File: src/sgdm_pkg.sv
// Shared types, constants and fixed-point helpers for the SGD momentum update block.
package sgdm_pkg;

    localparam int VAL_W    = 32;
    localparam int IDX_W    = 16;
    localparam int SLOT_W   = 16;
    localparam int COEF_W   = 16;
    localparam int CFG_IDX_W = 2;
    localparam int PROD_W   = VAL_W + COEF_W + 1;
    localparam int SUM_W    = VAL_W + 4;

    localparam logic [COEF_W-1:0] LR_RESET  = 16'd655;
    localparam logic [COEF_W-1:0] MOM_RESET = 16'd58982;
    localparam logic [COEF_W-1:0] L2_RESET  = 16'd0;

    localparam logic [4:0] DECAY_SHIFT = 5'd15;
    localparam logic [4:0] COEF_SHIFT  = 5'd16;

    localparam logic signed [SUM_W-1:0] SAT_HI =
        {{(SUM_W - VAL_W + 1){1'b0}}, {(VAL_W - 1){1'b1}}};
    localparam logic signed [SUM_W-1:0] SAT_LO =
        {{(SUM_W - VAL_W + 1){1'b1}}, {(VAL_W - 1){1'b0}}};

    typedef enum logic [CFG_IDX_W-1:0] {
        CFG_LR  = 2'd0,
        CFG_MOM = 2'd1,
        CFG_L2  = 2'd2
    } cfg_reg_t;

    typedef logic signed [VAL_W-1:0] val_t;
    typedef logic [IDX_W-1:0]        idx_t;
    typedef logic [SLOT_W-1:0]       slot_t;
    typedef logic [COEF_W-1:0]       coef_t;
    typedef logic signed [PROD_W-1:0] prod_t;
    typedef logic signed [SUM_W-1:0]  sum_t;

    typedef struct packed {
        val_t val;
        logic clip;
    } sat_res_t;

    // Stage B: decayed gradient ready, stored velocity read
    typedef struct packed {
        logic valid;
        idx_t idx;
        val_t w;
        val_t gd;
        logic clip;
        val_t vmem;
    } grad_stage_t;

    // Stage C: new velocity ready
    typedef struct packed {
        logic valid;
        idx_t idx;
        val_t w;
        val_t gd;
        logic clip;
        val_t vnew;
    } vel_stage_t;

    // Stage D: weight step product ready
    typedef struct packed {
        logic  valid;
        idx_t  idx;
        val_t  w;
        val_t  gd;
        logic  clip;
        val_t  vnew;
        prod_t prod;
    } step_stage_t;

    // Velocity of an item one stage further on, for bypass
    typedef struct packed {
        logic  valid;
        slot_t slot;
        val_t  vnew;
    } fwd_t;

    typedef struct packed {
        logic  en;
        slot_t addr;
        val_t  data;
    } mem_wr_t;

    // Signed Q16.16 value times unsigned Q0.16 coefficient, exact
    function automatic prod_t mul_coef(input val_t v, input coef_t c);
        prod_t a;
        prod_t b;
        a = PROD_W'(v);
        b = PROD_W'({1'b0, c});
        return a * b;
    endfunction

    // Add half an LSB, then arithmetic shift: round half toward plus infinity
    function automatic sum_t round_shift(input prod_t p, input logic [4:0] sh);
        prod_t half;
        prod_t q;
        half = $signed(PROD_W'(1) << (sh - 5'd1));
        q = p + half;
        q = q >>> sh;
        return $signed(q[SUM_W-1:0]);
    endfunction

    function automatic sat_res_t sat_val(input sum_t x);
        sat_res_t r;
        if (x > SAT_HI)
        begin
            r.val  = SAT_HI[VAL_W-1:0];
            r.clip = 1'b1;
        end
        else if (x < SAT_LO)
        begin
            r.val  = SAT_LO[VAL_W-1:0];
            r.clip = 1'b1;
        end
        else
        begin
            r.val  = x[VAL_W-1:0];
            r.clip = 1'b0;
        end
        return r;
    endfunction

endpackage

File: src/sgdm_decay_stage.sv
// Stages A and B: weight decay product, then decayed and saturated gradient.
module sgdm_decay_stage import sgdm_pkg::*; (
    input  logic        clk,
    input  logic        rst_n,
    input  logic        advance,
    input  logic        load,
    input  idx_t        idx_in,
    input  val_t        w_in,
    input  val_t        g_in,
    input  coef_t       l2,
    input  val_t        vmem,
    output grad_stage_t b
);

    logic        a_valid_reg;
    idx_t        a_idx_reg;
    val_t        a_w_reg;
    val_t        a_g_reg;
    prod_t       a_prod_reg;
    grad_stage_t b_reg;
    grad_stage_t b_next;
    sum_t        gd_sum;
    sat_res_t    gd_sat;

    always_ff @(posedge clk or negedge rst_n)
    begin
        if (!rst_n)
        begin
            a_valid_reg <= 1'b0;
        end
        else if (advance)
        begin
            a_valid_reg <= load;
        end
    end

    always_ff @(posedge clk)
    begin
        if (advance)
        begin
            a_idx_reg  <= idx_in;
            a_w_reg    <= w_in;
            a_g_reg    <= g_in;
            a_prod_reg <= mul_coef(w_in, l2);
        end
    end

    // decay = round(w * l2 / 2^15), i.e. 2*l2*w
    always_comb
    begin
        gd_sum      = SUM_W'(a_g_reg) + round_shift(a_prod_reg, DECAY_SHIFT);
        gd_sat      = sat_val(gd_sum);
        b_next.valid = a_valid_reg;
        b_next.idx   = a_idx_reg;
        b_next.w     = a_w_reg;
        b_next.gd    = gd_sat.val;
        b_next.clip  = gd_sat.clip;
        b_next.vmem  = vmem;
    end

    always_ff @(posedge clk or negedge rst_n)
    begin
        if (!rst_n)
        begin
            b_reg <= '0;
        end
        else if (advance)
        begin
            b_reg <= b_next;
        end
    end

    assign b = b_reg;

endmodule

File: config.mk
export PLATFORM = sky130hd
export DESIGN_NAME = sgdm_decay_stage
export DESIGN_NICKNAME = d
export VERILOG_FILES = /design/src/sgdm_pkg.sv /design/src/sgdm_decay_stage.sv
export SDC_FILE = /design/constraint.sdc
export NUM_CORES = 2
export LEC_CHECK = 0
export BUFFER_PORTS_ARGS = -buffer_cell sky130_fd_sc_hd__buf_2
export CAP_MARGIN = 20
export CORE_MARGIN = 5
export CORE_UTILIZATION = 37
export CTS_BUF_LIST = sky130_fd_sc_hd__clkbuf_8
export DETAILED_ROUTE_END_ITERATION = 16
export GPL_TIMING_DRIVEN = 1
export RECOVER_POWER = 25
export SETUP_SLACK_MARGIN = 0.4
export SLEW_MARGIN = 20
export SYNTH_ARGS = -nofsm -noshare
export SYNTH_HDL_FRONTEND = slang
export SYNTH_SLANG_ARGS = --single-unit
File: constraint.sdc
create_clock -name clk -period 4.1 [get_ports clk]
set_input_delay 0.205 -clock clk [delete_from_list [all_inputs] [get_ports clk]]
set_output_delay 0.205 -clock clk [all_outputs]
set_load 0.02 [all_outputs]
==> qor.txt <==
Run status - finished with violations
Failing checks - capacitance limit, slew limit, setup timing
Max Clock Freq - 181 MHz
DR pass1 iterations - 5
Worst Path Arrival - 5830 ps
Synth unique cells - 60
Worst Setup End Kind - flip-flop
1st-iter DRT viols - 1145
Seq/Total Area, Yosys - 23.0%
PortBufs - 245
Worst path most repeated cell - fa_1
Initial Util - 37.1%
CTS sink cnt - 230
Final hold vios - 0
Mux cell area share after synthesis - 3.36%
Die area - 79900 sq um
Buf/Inv on CP - 8
Cell Area, Synth - 27500 sq um
Worst skew pair latency - 580 ps
Mapped Nets - 3442
Final Max Slew Viols - 61
Routed Wire Length - 73.0 mm
# nets final - 4126
Top Ports - 246
Crit path max fanout - 6
Clock Skew - 42.2 ps
Die X - 283 microns
Family with the most delay on the worst path - adder cells
GPL Wtd Cong - 0.909
Share of cells above drive strength 1 - 27.7%
Slowest-stage cell, CP - fa_2
Async SR Flop Fraction - 50.0%
Post-synthesis register bit count - 230
Worst min-delay path class - input pin to flip-flop
Pre-CTS setup slack - -2290 ps
Most frequent cells in the layout - inv_1, fa_1, buf_4
Required @ worst endpoint - 4420 ps
Critical setup path kind - input pin to flip-flop
Number of flops mapped to enable cells by yosys - 115
Clk slew on worst S/H paths - 70 ps
Via count - 20200
Core Region - 74100 sq um
Startpoint type of the worst setup path - input pin
Max reg flops - 114
Post-DP HPWL - 60.0 mm
Total global routing overflow - 0
Adder-cell share of the synthesized area - 42.4%
Register area - 6330 sq um
Number of clock buffers inserted by TritonCTS - 37
Longest Clk Path Bufs - 3
Synth Area per Inst - 10.3 sq um
RSZ-0062 raised after global routing - true
Compound-gate portion of the synthesized area - 5.88%
CTS tree - done
Largest net degree at the start of global routing - 60
CTS root buffer - clkbuf_8
Commonest non-fill, non-tap cell in the layout - inv_1
Total number of yosys warnings - 0
Gr usage total - 18.2%
Post-DRT Antenna Nets - 0
Multi-input logic area - 19600 sq um
Vias per Instance - 4.64
H-Tree Depth - 2
Post-route minimum period - 5510 ps
Vias in the first global route - 21500
Fin crit share - 134%
Num rows - 100
Slew headroom - -146%
Area Overhead vs Synth - 30.2%
Avg WL per Cell - 16.8 microns
Main combinational cell family by area after synthesis - adder cells
Layout Utilization - 48.3%
Remaining DRCs - 0
FILL cells - 6803
Setup violators final - 66
Final WS setup - -1410 ps
Die H - 283 microns
Ys flop type - edfxtp_1
Worst path max stage delay - 520 ps
Initial antenna violation count - 4
Simple-Gate Fraction of Synth Area - 12.5%
First-pass GRT wire length - 116 mm
Slew @ Worst Pin - 3690 ps
Max Cap Viol - 1
Gate count after technology mapping - 2672
XOR/XNOR share of the synthesized area - 3.44%
worst register-to-register path: cells and delay by family, from the launching register on:
family	cells	cell delay (ps)
xor+xnor	2	380
simple gates	7	1060
compound gates	7	1550
flops	1	340
buf+inv	4	570
fa+ha+maj	1	270
Yosys cell counts, drive strengths merged (4+ instances only):
library cell	count	area share, %
o21a	4	0.11
o211ai	6	0.16
o31ai	4	0.11
buf	9	0.24
edfxtp	115	13
a21oi	60	1.1
a21boi	4	0.12
xnor2	75	2.4
nand2	325	4.4
o21bai	9	0.25
nor3	10	0.18
fa	488	36
o21ai	32	0.60
ha	150	6.8
or3	4	0.091
a211oi	13	0.37
nand4	21	0.48
nand2b	7	0.16
o22ai	4	0.091
and2	228	5.2
xor2	33	1.1
and3	13	0.30
nor2b	9	0.20
a21o	38	1.0
a31oi	5	0.11
clkbuf	95	1.3
inv	580	7.9
nand3	26	0.47
a221o	31	1.1
nor2	48	0.66
dfrtp	115	10
mux2	82	3.4
final timing paths:
check | start | end | slack (ps) | cells past startpoint
max in group asynchronous | rst_n | b[22]$_DFFE_PN0P_ | 2880 | 3
max | l2[4] | a_prod_reg[37]$_DFFE_PP_ | -1410 | 25
min in group asynchronous | rst_n | b[30]$_DFFE_PN0P_ | 260 | 2
min | w_in[7] | a_w_reg[7]$_DFFE_PP_ | 90 | 2
max reg2reg | a_prod_reg[31]$_DFFE_PP_ | b[63]$_DFFE_PN0P_ | -190 | 21
min reg2reg | a_w_reg[12]$_DFFE_PP_ | b[77]$_DFFE_PN0P_ | 470 | 1
cell families (layout without fill, tap and decap cells):
group	Yosys count	in the layout
fa+ha+maj	638	638
other cells	0	3
compound gates	229	232
flops	230	230
mux	82	82
xor+xnor	108	108
buf+inv	684	1393
simple gates	701	701
metrics by stage:
stage	area (sq um)	hold WS, ps	cells	TNS (ps)
2_1_floorplan	28000	-90.6	2672	-43780
3_3_place_gp	32600	335	4124	-66960
3_5_place_dp	32600	343	4124	-69780
4_1_cts	35400	26.6	4339	-41560
5_1_grt	35800	49.0	4355	-58610
6_report	35800	94.2	4356	-46000
timing repair:
action,CTS,global route
gates cloned,5,1
resized for setup,170,65
pin swaps,95,56
setup buffers,51,13
hold endpoints to repair,145,0
hold buffers,92,0
endpoints found under the setup margin,67,68
per-layer routing:
metal | GRT usage [%] | wire (microns)
met3 | 3.78 | 4630
met2 | 28.5 | 32400
met4 | 3.99 | 1460
met1 | 26.4 | 34500
met5 | 0 | 20
area by class of cell:
cell class	instances	share of cell area, %
Multi-Input combinational cell	1761	54.7
Clock buffer	42	1.61
Timing Repair Buffer	746	16.0
Antenna cell	3	0.0210
Inverter	580	6.09
Sequential cell	230	17.7
Tap cell	969	3.39
Clock inverter	25	0.573
Power is left out: the tool's default activity adds up to more than one toggle a clock period on the data nets, which glitch-free logic cannot reach.
