$ cat src/sgdm_pkg.sv
// Shared types, constants and fixed-point helpers for the SGD momentum update block.
package sgdm_pkg;

    localparam int VAL_W    = 32;
    localparam int IDX_W    = 16;
    localparam int SLOT_W   = 16;
    localparam int COEF_W   = 16;
    localparam int CFG_IDX_W = 2;
    localparam int PROD_W   = VAL_W + COEF_W + 1;
    localparam int SUM_W    = VAL_W + 4;

    localparam logic [COEF_W-1:0] LR_RESET  = 16'd655;
    localparam logic [COEF_W-1:0] MOM_RESET = 16'd58982;
    localparam logic [COEF_W-1:0] L2_RESET  = 16'd0;

    localparam logic [4:0] DECAY_SHIFT = 5'd15;
    localparam logic [4:0] COEF_SHIFT  = 5'd16;

    localparam logic signed [SUM_W-1:0] SAT_HI =
        {{(SUM_W - VAL_W + 1){1'b0}}, {(VAL_W - 1){1'b1}}};
    localparam logic signed [SUM_W-1:0] SAT_LO =
        {{(SUM_W - VAL_W + 1){1'b1}}, {(VAL_W - 1){1'b0}}};

    typedef enum logic [CFG_IDX_W-1:0] {
        CFG_LR  = 2'd0,
        CFG_MOM = 2'd1,
        CFG_L2  = 2'd2
    } cfg_reg_t;

    typedef logic signed [VAL_W-1:0] val_t;
    typedef logic [IDX_W-1:0]        idx_t;
    typedef logic [SLOT_W-1:0]       slot_t;
    typedef logic [COEF_W-1:0]       coef_t;
    typedef logic signed [PROD_W-1:0] prod_t;
    typedef logic signed [SUM_W-1:0]  sum_t;

    typedef struct packed {
        val_t val;
        logic clip;
    } sat_res_t;

    // Stage B: decayed gradient ready, stored velocity read
    typedef struct packed {
        logic valid;
        idx_t idx;
        val_t w;
        val_t gd;
        logic clip;
        val_t vmem;
    } grad_stage_t;

    // Stage C: new velocity ready
    typedef struct packed {
        logic valid;
        idx_t idx;
        val_t w;
        val_t gd;
        logic clip;
        val_t vnew;
    } vel_stage_t;

    // Stage D: weight step product ready
    typedef struct packed {
        logic  valid;
        idx_t  idx;
        val_t  w;
        val_t  gd;
        logic  clip;
        val_t  vnew;
        prod_t prod;
    } step_stage_t;

    // Velocity of an item one stage further on, for bypass
    typedef struct packed {
        logic  valid;
        slot_t slot;
        val_t  vnew;
    } fwd_t;

    typedef struct packed {
        logic  en;
        slot_t addr;
        val_t  data;
    } mem_wr_t;

    // Signed Q16.16 value times unsigned Q0.16 coefficient, exact
    function automatic prod_t mul_coef(input val_t v, input coef_t c);
        prod_t a;
        prod_t b;
        a = PROD_W'(v);
        b = PROD_W'({1'b0, c});
        return a * b;
    endfunction

    // Add half an LSB, then arithmetic shift: round half toward plus infinity
    function automatic sum_t round_shift(input prod_t p, input logic [4:0] sh);
        prod_t half;
        prod_t q;
        half = $signed(PROD_W'(1) << (sh - 5'd1));
        q = p + half;
        q = q >>> sh;
        return $signed(q[SUM_W-1:0]);
    endfunction

    function automatic sat_res_t sat_val(input sum_t x);
        sat_res_t r;
        if (x > SAT_HI)
        begin
            r.val  = SAT_HI[VAL_W-1:0];
            r.clip = 1'b1;
        end
        else if (x < SAT_LO)
        begin
            r.val  = SAT_LO[VAL_W-1:0];
            r.clip = 1'b1;
        end
        else
        begin
            r.val  = x[VAL_W-1:0];
            r.clip = 1'b0;
        end
        return r;
    endfunction

endpackage

$ cat src/sgdm_weight_stage.sv
// Stages D and E: learning-rate step product, then saturated weight into the output register.
module sgdm_weight_stage import sgdm_pkg::*; (
    input  logic       clk,
    input  logic       rst_n,
    input  logic       advance,
    input  vel_stage_t c,
    input  coef_t      lr,
    output fwd_t       fwd,
    output logic       out_valid,
    output idx_t       out_idx,
    output val_t       out_w,
    output val_t       out_gd,
    output logic       out_sat
);

    step_stage_t d_reg;
    step_stage_t d_next;
    sum_t        w_sum;
    sat_res_t    w_sat;
    logic        out_valid_reg;
    idx_t        out_idx_reg;
    val_t        out_w_reg;
    val_t        out_gd_reg;
    logic        out_sat_reg;

    always_comb
    begin
        d_next.valid = c.valid;
        d_next.idx   = c.idx;
        d_next.w     = c.w;
        d_next.gd    = c.gd;
        d_next.clip  = c.clip;
        d_next.vnew  = c.vnew;
        d_next.prod  = mul_coef(c.vnew, lr);
    end

    always_ff @(posedge clk or negedge rst_n)
    begin
        if (!rst_n)
        begin
            d_reg <= '0;
        end
        else if (advance)
        begin
            d_reg <= d_next;
        end
    end

    assign fwd.valid = d_reg.valid;
    assign fwd.slot  = d_reg.idx[SLOT_W-1:0];
    assign fwd.vnew  = d_reg.vnew;

    always_comb
    begin
        w_sum = SUM_W'(d_reg.w) - round_shift(d_reg.prod, COEF_SHIFT);
        w_sat = sat_val(w_sum);
    end

    always_ff @(posedge clk or negedge rst_n)
    begin
        if (!rst_n)
        begin
            out_valid_reg <= 1'b0;
        end
        else if (advance)
        begin
            out_valid_reg <= d_reg.valid;
        end
    end

    always_ff @(posedge clk)
    begin
        if (advance)
        begin
            out_idx_reg <= d_reg.idx;
            out_w_reg   <= w_sat.val;
            out_gd_reg  <= d_reg.gd;
            out_sat_reg <= d_reg.clip | w_sat.clip;
        end
    end

    assign out_valid = out_valid_reg;
    assign out_idx   = out_idx_reg;
    assign out_w     = out_w_reg;
    assign out_gd    = out_gd_reg;
    assign out_sat   = out_sat_reg;

endmodule

$ cat config.mk
export PLATFORM = sky130hd
export DESIGN_NAME = sgdm_weight_stage
export DESIGN_NICKNAME = d
export VERILOG_FILES = /design/src/sgdm_pkg.sv /design/src/sgdm_weight_stage.sv
export SDC_FILE = /design/constraint.sdc
export NUM_CORES = 2
export LEC_CHECK = 0
export BUFFER_PORTS_ARGS = -buffer_cell sky130_fd_sc_hd__buf_2
export CORE_MARGIN = 3
export CORE_UTILIZATION = 60
export DETAILED_ROUTE_END_ITERATION = 6
export PLACE_DENSITY = 0.86
export REMOVE_ABC_BUFFERS = 1
export SYNTH_ARGS = -nofsm -noshare
export SYNTH_HDL_FRONTEND = slang
export SYNTH_SLANG_ARGS = --single-unit
$ cat constraint.sdc
create_clock -name clk -period 7.7 [get_ports clk]
set_clock_uncertainty 0.1 [all_clocks]
set_input_delay 0.385 -clock clk [delete_from_list [all_inputs] [get_ports clk]]
set_output_delay 0.385 -clock clk [all_outputs]
set_load 0.005 [all_outputs]
==> summary.md <==
| Metric | Value |
|---|---|
| Clk Latency, worst-skew pair | `~0.56 ns` |
| Syn_area_per_cell | `between 10 and 15 um2` |
| CTS tree | `done` |
| Initial core utilization | `0.616` |
| Total CTS buffers | `25` |
| Post-synthesis async set-or-reset flop share | `0.648` |
| Remaining antenna violation count | `0` |
| Via count | `20600` |
| Pins Over Slew Limit | `0` |
| Crit Path Max Fanout | `32` |
| PortBufs | `between 200 and 300` |
| Site row count | `a little under 80` |
| Drt via density | `approximately 5.6` |
| Most area-consuming cells after synthesis | `fa_1 34%, dfrtp_1 13%, edfxtp_1 8.6%` |
| Synthesized area | `28300 um2` |
| Area grow syn2layout | `10.7%` |
| Top cell type's share of synthesized area | `0.345` |
| Crit path largest cell delay | `0.81 ns` |
| Rel. slew slack | `0.378` |
| Layout cells sized above 1 | `0.157` |
| # Max-Cap Violations | `0` |
| Worst hold path stage count | `1` |
| Congestion Overflow GR | `0` |
| Unrepaired setup endpoints after global routing | `no` |
| Slowest CP cell | `fa_1` |
| Number of synthesized flops with an enable pin | `81` |
| H-tree depth | `1` |
| Critical path endpoint category | `flop` |
| Dpl ws | `around 0.31 ns` |
| Max Fclk | `about 0.15 GHz` |
| CP Data Required Time | `approximately 8 ns` |
| Number of global-route vias before repair | `roughly 23000` |
| Core Area | `~46000 um2` |
| DRC Markers | `0` |
| CTS clk-pin slew, worst paths | `around 0.06 ns` |
| Worst Min Path Start | `advance` |
| Outcome | `finished clean` |
| Setup Crit Path Kind | `input pin to flop` |
| Yosys cell types | `68` |
| Nets | `roughly 3800` |
| Die Wd | `223 um` |
| Sink Count | `230` |
| Largest net degree at the start of global routing | `104` |
| Routed wire per std cell | `approximately 20 um` |
| Top cells by count, synth | `580 x inv_1, 488 x fa_1, 335 x nand2_1, 226 x and2_1` |
| Sequential area share after synthesis | `0.218` |
| Postcts setup bufs | `0` |
| Crit path DAT | `7.18 ns` |
| Setup crit start kind | `input pin` |
| Count of yosys warnings during synthesis | `0` |
| Mapped Cells | `between 2000 and 3000` |
| Detailed placement HPWL | `about 53000 um` |
| Initial antenna violation count | `3` |
| Tot GR Track Use | `0.291` |
| R2R setup slack | `1.66 ns` |
| # IOs | `~260` |
| # fillers | `3325` |
| Setup tns final | `0 ns` |
| Worst path most repeated cell | `fa_1` |
| Most frequent cell after synthesis | `inv_1` |
| Routed WL | `just over 70000 um` |
| Final count of hold timing violations | `0` |
| R2r startpoint | `d_reg[17]` |
| Flops & latches, synth | `between 200 and 250` |
| Root Buffer | `clkbuf_16` |
| Reg-to-Reg End | `out_w[28]` |
| Synth Flop Type | `dfrtp_1` |
| Min Clock Period, post-route | `about 6.8 ns` |
| Worst-path cell chain | `buf_2, nand2_1, fa_1, fa_1, inv_1, fa_1, fa_1, fa_1, inv_1, fa_1, inv_1, ha_1, a21o_1, a21oi_1, o21ai_0, a21oi_1, nor2b_1, o21ai_0, or4b_4, o31ai_2, xnor2_1, mux2_2` |
| First-pass GRT wire length | `between 100000 and 150000 um` |
| R2R cell count | `20` |
| Dominant cell type by area after synthesis | `fa_1` |
| Tightest Pin Transition | `between 0.9 and 1 ns` |
| Placer Congestion | `0.920` |
| Max reg flops | `around 100` |
| Die Y | `223 um` |
| Final worst slack | `around 0.86 ns` |
| Hold crit path type | `input pin to flop` |
| Die ar. | `49800 um2` |
| Hold Crit Endpoint | `out_gd[15]` |
| Final hold slack | `~0.28 ns` |
| Initial DRC count | `1417` |
| Fin crit share | `0.889` |
| CTS Hold Bufs | `82` |
| Drt pass-1 iters | `5` |
| Final setup violation count | `0` |
| Post_cts resized | `0` |
| CTS max path bufs | `3` |
==> per-stage QoR <==
stage	std cells	util	area, um2
after global placement	3518	0.646	29700
after floorplan	2640	-	27500
after global routing	3647	0.682	31400
after CTS	3646	0.682	31400
after detailed placement	3518	0.646	29700
final	3648	0.682	31400
==> worst max-delay path by stage <==
stage	from	end	slack, ns	depth (start not counted)
after floorplan	c[16]	d_reg[48]	1.52	22
after global placement	lr[2]	d_reg[45]	0.55	22
after detailed placement	lr[2]	d_reg[48]	0.31	22
after CTS	lr[2]	d_reg[48]	0.91	22
after global routing	lr[2]	d_reg[41]	0.52	22
final	lr[2]	d_reg[48]	0.86	22
==> metal layers <==
layer	part of all wire	wire [um]	GRT usage
met3	0.084	6010	0.0608
met2	0.52	36700	0.524
met5	0.00045	32	0
met1	0.35	25200	0.339
met4	0.045	3210	0.119
==> cells in the final DEF, fill, tap and decap left out, types with 57 or more instances in the layout <==
master	count
and2_1	226
inv_1	580
buf_2	261
nand2_1	335
fa_1	488
o21ai_0	57
dfrtp_1	149
ha_1	149
dlygate4sd3_1	83
a21oi_1	73
mux2_2	139
edfxtp_1	81
==> logic make-up after synthesis <==
group	synth area share
DFF	0.218
AOI/OAI and AO/OA	0.0543
buffers and inverters	0.105
adders and majority gates	0.411
muxes	0.0574
xor gates and xnor gates	0.0303
and+or+nand+nor	0.124
==> worst max-delay path, delay by kind of cell <==
family                   cells  cell delay [ns]
adder cells (fa/ha/maj)      7             3.64
AO/OA/AOI/OAI                6             0.96
AND/OR/NAND/NOR              3             0.84
buffers and inverters        4             0.97
XOR/XNOR                     1             0.11
multiplexers                 1             0.27
==> layout make-up <==
class                      count  area (um2)  area share
timing repair buffer         361        2280      0.0726
sequential                   230        6160       0.196
antenna                        1        2.50   0.0000798
clock inverter                14         139     0.00443
multi-input combinational   1830       19200       0.611
inverter                     580        2180      0.0694
clock buffer                  32         682      0.0217
tap                          600         751      0.0239
Power is left out: the tool's default activity adds up to more than one toggle a clock period on the data nets, which glitch-free logic cannot reach.
