**src/sgdm_pkg.sv**
```systemverilog
// Shared types, constants and fixed-point helpers for the SGD momentum update block.
package sgdm_pkg;

    localparam int VAL_W    = 32;
    localparam int IDX_W    = 16;
    localparam int SLOT_W   = 16;
    localparam int COEF_W   = 16;
    localparam int CFG_IDX_W = 2;
    localparam int PROD_W   = VAL_W + COEF_W + 1;
    localparam int SUM_W    = VAL_W + 4;

    localparam logic [COEF_W-1:0] LR_RESET  = 16'd655;
    localparam logic [COEF_W-1:0] MOM_RESET = 16'd58982;
    localparam logic [COEF_W-1:0] L2_RESET  = 16'd0;

    localparam logic [4:0] DECAY_SHIFT = 5'd15;
    localparam logic [4:0] COEF_SHIFT  = 5'd16;

    localparam logic signed [SUM_W-1:0] SAT_HI =
        {{(SUM_W - VAL_W + 1){1'b0}}, {(VAL_W - 1){1'b1}}};
    localparam logic signed [SUM_W-1:0] SAT_LO =
        {{(SUM_W - VAL_W + 1){1'b1}}, {(VAL_W - 1){1'b0}}};

    typedef enum logic [CFG_IDX_W-1:0] {
        CFG_LR  = 2'd0,
        CFG_MOM = 2'd1,
        CFG_L2  = 2'd2
    } cfg_reg_t;

    typedef logic signed [VAL_W-1:0] val_t;
    typedef logic [IDX_W-1:0]        idx_t;
    typedef logic [SLOT_W-1:0]       slot_t;
    typedef logic [COEF_W-1:0]       coef_t;
    typedef logic signed [PROD_W-1:0] prod_t;
    typedef logic signed [SUM_W-1:0]  sum_t;

    typedef struct packed {
        val_t val;
        logic clip;
    } sat_res_t;

    // Stage B: decayed gradient ready, stored velocity read
    typedef struct packed {
        logic valid;
        idx_t idx;
        val_t w;
        val_t gd;
        logic clip;
        val_t vmem;
    } grad_stage_t;

    // Stage C: new velocity ready
    typedef struct packed {
        logic valid;
        idx_t idx;
        val_t w;
        val_t gd;
        logic clip;
        val_t vnew;
    } vel_stage_t;

    // Stage D: weight step product ready
    typedef struct packed {
        logic  valid;
        idx_t  idx;
        val_t  w;
        val_t  gd;
        logic  clip;
        val_t  vnew;
        prod_t prod;
    } step_stage_t;

    // Velocity of an item one stage further on, for bypass
    typedef struct packed {
        logic  valid;
        slot_t slot;
        val_t  vnew;
    } fwd_t;

    typedef struct packed {
        logic  en;
        slot_t addr;
        val_t  data;
    } mem_wr_t;

    // Signed Q16.16 value times unsigned Q0.16 coefficient, exact
    function automatic prod_t mul_coef(input val_t v, input coef_t c);
        prod_t a;
        prod_t b;
        a = PROD_W'(v);
        b = PROD_W'({1'b0, c});
        return a * b;
    endfunction

    // Add half an LSB, then arithmetic shift: round half toward plus infinity
    function automatic sum_t round_shift(input prod_t p, input logic [4:0] sh);
        prod_t half;
        prod_t q;
        half = $signed(PROD_W'(1) << (sh - 5'd1));
        q = p + half;
        q = q >>> sh;
        return $signed(q[SUM_W-1:0]);
    endfunction

    function automatic sat_res_t sat_val(input sum_t x);
        sat_res_t r;
        if (x > SAT_HI)
        begin
            r.val  = SAT_HI[VAL_W-1:0];
            r.clip = 1'b1;
        end
        else if (x < SAT_LO)
        begin
            r.val  = SAT_LO[VAL_W-1:0];
            r.clip = 1'b1;
        end
        else
        begin
            r.val  = x[VAL_W-1:0];
            r.clip = 1'b0;
        end
        return r;
    endfunction

endpackage

```
**src/sgdm_vel_stage.sv**
```systemverilog
// Stage C: velocity update with bypass from younger writes, and store write-back.
module sgdm_vel_stage import sgdm_pkg::*; (
    input  logic        clk,
    input  logic        rst_n,
    input  logic        advance,
    input  grad_stage_t b,
    input  coef_t       mom,
    input  fwd_t        fwd,
    output vel_stage_t  c,
    output mem_wr_t     wr
);

    vel_stage_t c_reg;
    vel_stage_t c_next;
    slot_t      slot;
    val_t       vold;
    sum_t       v_sum;
    sat_res_t   v_sat;

    assign slot = b.idx[SLOT_W-1:0];

    // The store read missed the two items just ahead; take the newest match
    always_comb
    begin
        priority if (c_reg.valid && (c_reg.idx[SLOT_W-1:0] == slot))
        begin
            vold = c_reg.vnew;
        end
        else if (fwd.valid && (fwd.slot == slot))
        begin
            vold = fwd.vnew;
        end
        else
        begin
            vold = b.vmem;
        end
    end

    always_comb
    begin
        v_sum        = round_shift(mul_coef(vold, mom), COEF_SHIFT) + SUM_W'(b.gd);
        v_sat        = sat_val(v_sum);
        c_next.valid = b.valid;
        c_next.idx   = b.idx;
        c_next.w     = b.w;
        c_next.gd    = b.gd;
        c_next.clip  = b.clip | v_sat.clip;
        c_next.vnew  = v_sat.val;
    end

    always_ff @(posedge clk or negedge rst_n)
    begin
        if (!rst_n)
        begin
            c_reg <= '0;
        end
        else if (advance)
        begin
            c_reg <= c_next;
        end
    end

    assign wr.en   = advance & b.valid;
    assign wr.addr = slot;
    assign wr.data = v_sat.val;
    assign c       = c_reg;

endmodule

```
**config.mk**
```make
export PLATFORM = sky130hd
export DESIGN_NAME = sgdm_vel_stage
export DESIGN_NICKNAME = d
export VERILOG_FILES = /design/src/sgdm_pkg.sv /design/src/sgdm_vel_stage.sv
export SDC_FILE = /design/constraint.sdc
export NUM_CORES = 2
export LEC_CHECK = 0
export BUFFER_PORTS_ARGS = -buffer_cell sky130_fd_sc_hd__buf_2
export CORE_MARGIN = 1
export CORE_UTILIZATION = 30
export CTS_BUF_LIST = sky130_fd_sc_hd__clkbuf_16
export DETAILED_ROUTE_END_ITERATION = 8
export PLACE_DENSITY = 0.58
export SLEW_MARGIN = 40
export SYNTH_ARGS = -nofsm -noshare
export SYNTH_HDL_FRONTEND = slang
export SYNTH_SLANG_ARGS = --single-unit
```
**constraint.sdc**
```tcl
create_clock -name clk -period 17.15 [get_ports clk]
set_clock_uncertainty 0.05 [all_clocks]
set_input_delay 2.5725 -clock clk [delete_from_list [all_inputs] [get_ports clk]]
set_output_delay 2.5725 -clock clk [all_outputs]
set_load 0.01 [all_outputs]
```
==> out/summary.md <==
The run finished with clean final reports. Counting every net in the synthesized netlist gives 3710. For the maximum number of pins on one net before global-route repair, the log shows 69. The longest clock path from root to sink contains 2 buffers.

Summed over all layers, the global routing overflow is 0. The initial antenna violation count is 6, and the average wire per standard cell is 18.7 um. For the H-tree depth, the log shows 4. The tools report the number of global-route vias before repair as 21400. For the pin with the worst max-slew slack, the measured transition is 0.853 ns.

Clock-pin slew was measured on the worst setup and hold paths at 0.06 ns. The tree is rooted in a sky130_fd_sc_hd__clkbuf_16. Counting every sink on the clock net gives 114. The number of search-and-repair iterations in the first detailed-routing pass was 7; the yosys synthesis warning count was 0. The signal arrival time at the worst endpoint came out at 13.92 ns. Fraction of layout cells with a size suffix above 1: 18.8%. The number of cells produced by synthesis was 2863; the number of slew-limit violations in the final report was 0.

The final layout contains routed wiring with a total length of 80.3 mm. For the area of the core region, the log shows 86900 sq um. The mean instance size in the synthesized netlist was 9.20 sq um; the half-perimeter wire length of the detailed placement result was 66.3 mm. Headroom to the max-slew limit: 41.5%.

Setup repair after global routing left no endpoint under its margin. The area growth from synthesis to layout is 13.5%. The endpoint required time on the critical path is 14.53 ns, and the count of vias placed by the detailed router is 20300. The master of the slowest instance on the critical path was sky130_fd_sc_hd__and3_2.

The clock reaches the later pin of the worst-skew pair after 0.45 ns. The number of hold violations in the final report is 0, and the count of nets after finishing is 3972. During I/O placement, the number of pins put on the boundary was 345. STA classifies the critical path endpoint as an output pin. Of all nets on the critical path, the largest fanout is 18. For the final routed database, the setup TNS stands at 0 ns. Of the synthesized area, sequential elements account for 10.8%. The mapped cell area was 26300 sq um; the site row count was 108. Setup violations remaining at the end of the flow were counted as 0. For this run, the leading register cell type out of synthesis is sky130_fd_sc_hd__dfrtp_1. Of all flip-flops after synthesis, the portion carrying an async set or reset was 100%. In this design, the critical path's most frequently occurring cell is sky130_fd_sc_hd__fa_1.

The run gives 1050 as the DRC violation total after the first TritonRoute iteration. Subtracting the final worst setup slack from the clock period gives 16.55 ns. After synthesis the netlist holds a flip-flop and latch count of 114. The number of maximum-capacitance constraint violations is 0, and the count of unique library cells instantiated by Yosys is 74. The worst setup path is launched from an input port.

The worst hold path class is reg2reg. Global routing used 18.3% of the available tracks. The via-per-instance ratio was 4.74; the number of flip-flops in the largest register was 114. The initial core utilization was 30.3%. In this design, the stage delay of the slowest critical-path cell is 0.57 ns. In this run, synthesis inferred 0 flip-flops with an integrated enable.

The critical path is of the in2out type. The number of routed nets with antenna violations is 0, and the die area is 89000 sq um. The final critical path takes up 96.5% of the cycle. Port buffering added 344 buffers.

Timing would allow up to 60.4 MHz. TritonCTS built the clock tree. The height of the die came out at 298 um. The die is 298 um wide. Global-route wire length before repair: 125 mm. The tools report the final RePlAce weighted congestion as 0.905. After clock tree synthesis, the setup repair step added 0 buffers. The DRC violations left came out at 0. The tools report the number of buffers created by CTS as 17.
-- worst max-delay path: cells and delay by family --
family	cells	cell delay, ns
xor+xnor	3	0.55
simple gates	11	2.87
compound gates	10	2.33
buf+inv	10	1.31
mux	1	0.55
fa+ha+maj	8	3.70
-- synth_stat cells (16+ instances only) --
| master | n | area, sq um |
|---|---|---|
| sky130_fd_sc_hd__and2_1 | 320 | 2000 |
| sky130_fd_sc_hd__nor2_1 | 64 | 240 |
| sky130_fd_sc_hd__ha_1 | 176 | 2200 |
| sky130_fd_sc_hd__a21oi_1 | 106 | 531 |
| sky130_fd_sc_hd__mux2_2 | 106 | 1190 |
| sky130_fd_sc_hd__xnor2_1 | 58 | 508 |
| sky130_fd_sc_hd__buf_2 | 20 | 100 |
| sky130_fd_sc_hd__xor2_1 | 49 | 429 |
| sky130_fd_sc_hd__buf_4 | 48 | 360 |
| sky130_fd_sc_hd__and3_1 | 16 | 100 |
| sky130_fd_sc_hd__a21o_1 | 45 | 338 |
| sky130_fd_sc_hd__nand3_1 | 17 | 85.1 |
| sky130_fd_sc_hd__o21ai_0 | 57 | 285 |
| sky130_fd_sc_hd__dfrtp_1 | 114 | 2850 |
| sky130_fd_sc_hd__mux2i_1 | 32 | 320 |
| sky130_fd_sc_hd__nand2_1 | 232 | 871 |
| sky130_fd_sc_hd__fa_1 | 489 | 9790 |
| sky130_fd_sc_hd__clkbuf_1 | 100 | 375 |
| sky130_fd_sc_hd__inv_1 | 643 | 2410 |
-- metrics by stage --
step                std cells  instance area [sq um]  setup WS (ns)  hold slack (ns)  util (%)
CTS                      4293                  29900          0.151            0.453      34.4
global placement         4260                  29200          0.419            0.428      33.6
floorplan                2863                  26300           2.03            0.487         -
global route             4293                  29900         0.0876            0.460      34.4
finish                   4295                  29900          0.604            0.449      34.4
detailed placement       4261                  29300          0.260            0.440      33.7
-- routing by layer --
metal | GRT usage (%) | share of wire (%) | routed length [um]
met5 | 0 | 0.015 | 12
met4 | 4.62 | 2.4 | 1920
met3 | 2.84 | 5.5 | 4420
met2 | 31.4 | 49 | 39500
met1 | 24.0 | 43 | 34500
-- layout make-up --
| type | instances | area, sq um |
|---|---|---|
| Fill cell | 9026 | 57000 |
| Multi-Input combinational cell | 1935 | 20300 |
| Sequential cell | 114 | 2850 |
| Inverter | 643 | 2410 |
| Timing Repair Buffer | 414 | 2310 |
| Tap cell | 1155 | 1450 |
| Clock buffer | 17 | 425 |
| Clock inverter | 15 | 173 |
| Antenna cell | 2 | 5.00 |
-- worst paths after layout --
path,startpoint,to,slack [ns],cells after the start
max,b[112],wr[19],0.60,43
min,c[86],c[86],0.45,1
max reg2reg,c[97],c[13],5.56,39
min reg2reg,c[86],c[86],0.45,1
max in group asynchronous,rst_n,c[2],13.82,2
min in group asynchronous,rst_n,c[51],2.11,1
-- cells by family after synthesis --
logic type | count (synthesis) | synth area share (%)
adders and majority gates | 665 | 45.5
and+or+nand+nor | 719 | 14.3
muxes | 138 | 5.75
AOI/OAI and AO/OA | 306 | 7.68
DFF | 114 | 10.8
xor gates and xnor gates | 107 | 3.56
buffers and inverters | 814 | 12.4
-- timing repair --
action	in CTS	in global routing
hold buffers	0	0
gates resized for setup	0	6
endpoints found under the setup margin	0	7
-- layout by cell type, fill, tap and decap left out, types with 58 or more instances in the layout --
| master | n |
|---|---|
| sky130_fd_sc_hd__a21oi_1 | 98 |
| sky130_fd_sc_hd__and2_1 | 320 |
| sky130_fd_sc_hd__buf_2 | 341 |
| sky130_fd_sc_hd__buf_4 | 68 |
| sky130_fd_sc_hd__dfrtp_1 | 114 |
| sky130_fd_sc_hd__fa_1 | 489 |
| sky130_fd_sc_hd__ha_1 | 176 |
| sky130_fd_sc_hd__inv_1 | 643 |
| sky130_fd_sc_hd__mux2_2 | 106 |
| sky130_fd_sc_hd__nand2_1 | 232 |
| sky130_fd_sc_hd__nor2_1 | 64 |
| sky130_fd_sc_hd__xnor2_1 | 58 |
Power is not shown: default switching activity piles up to over one toggle a cycle in this logic, so the estimate is an artifact.
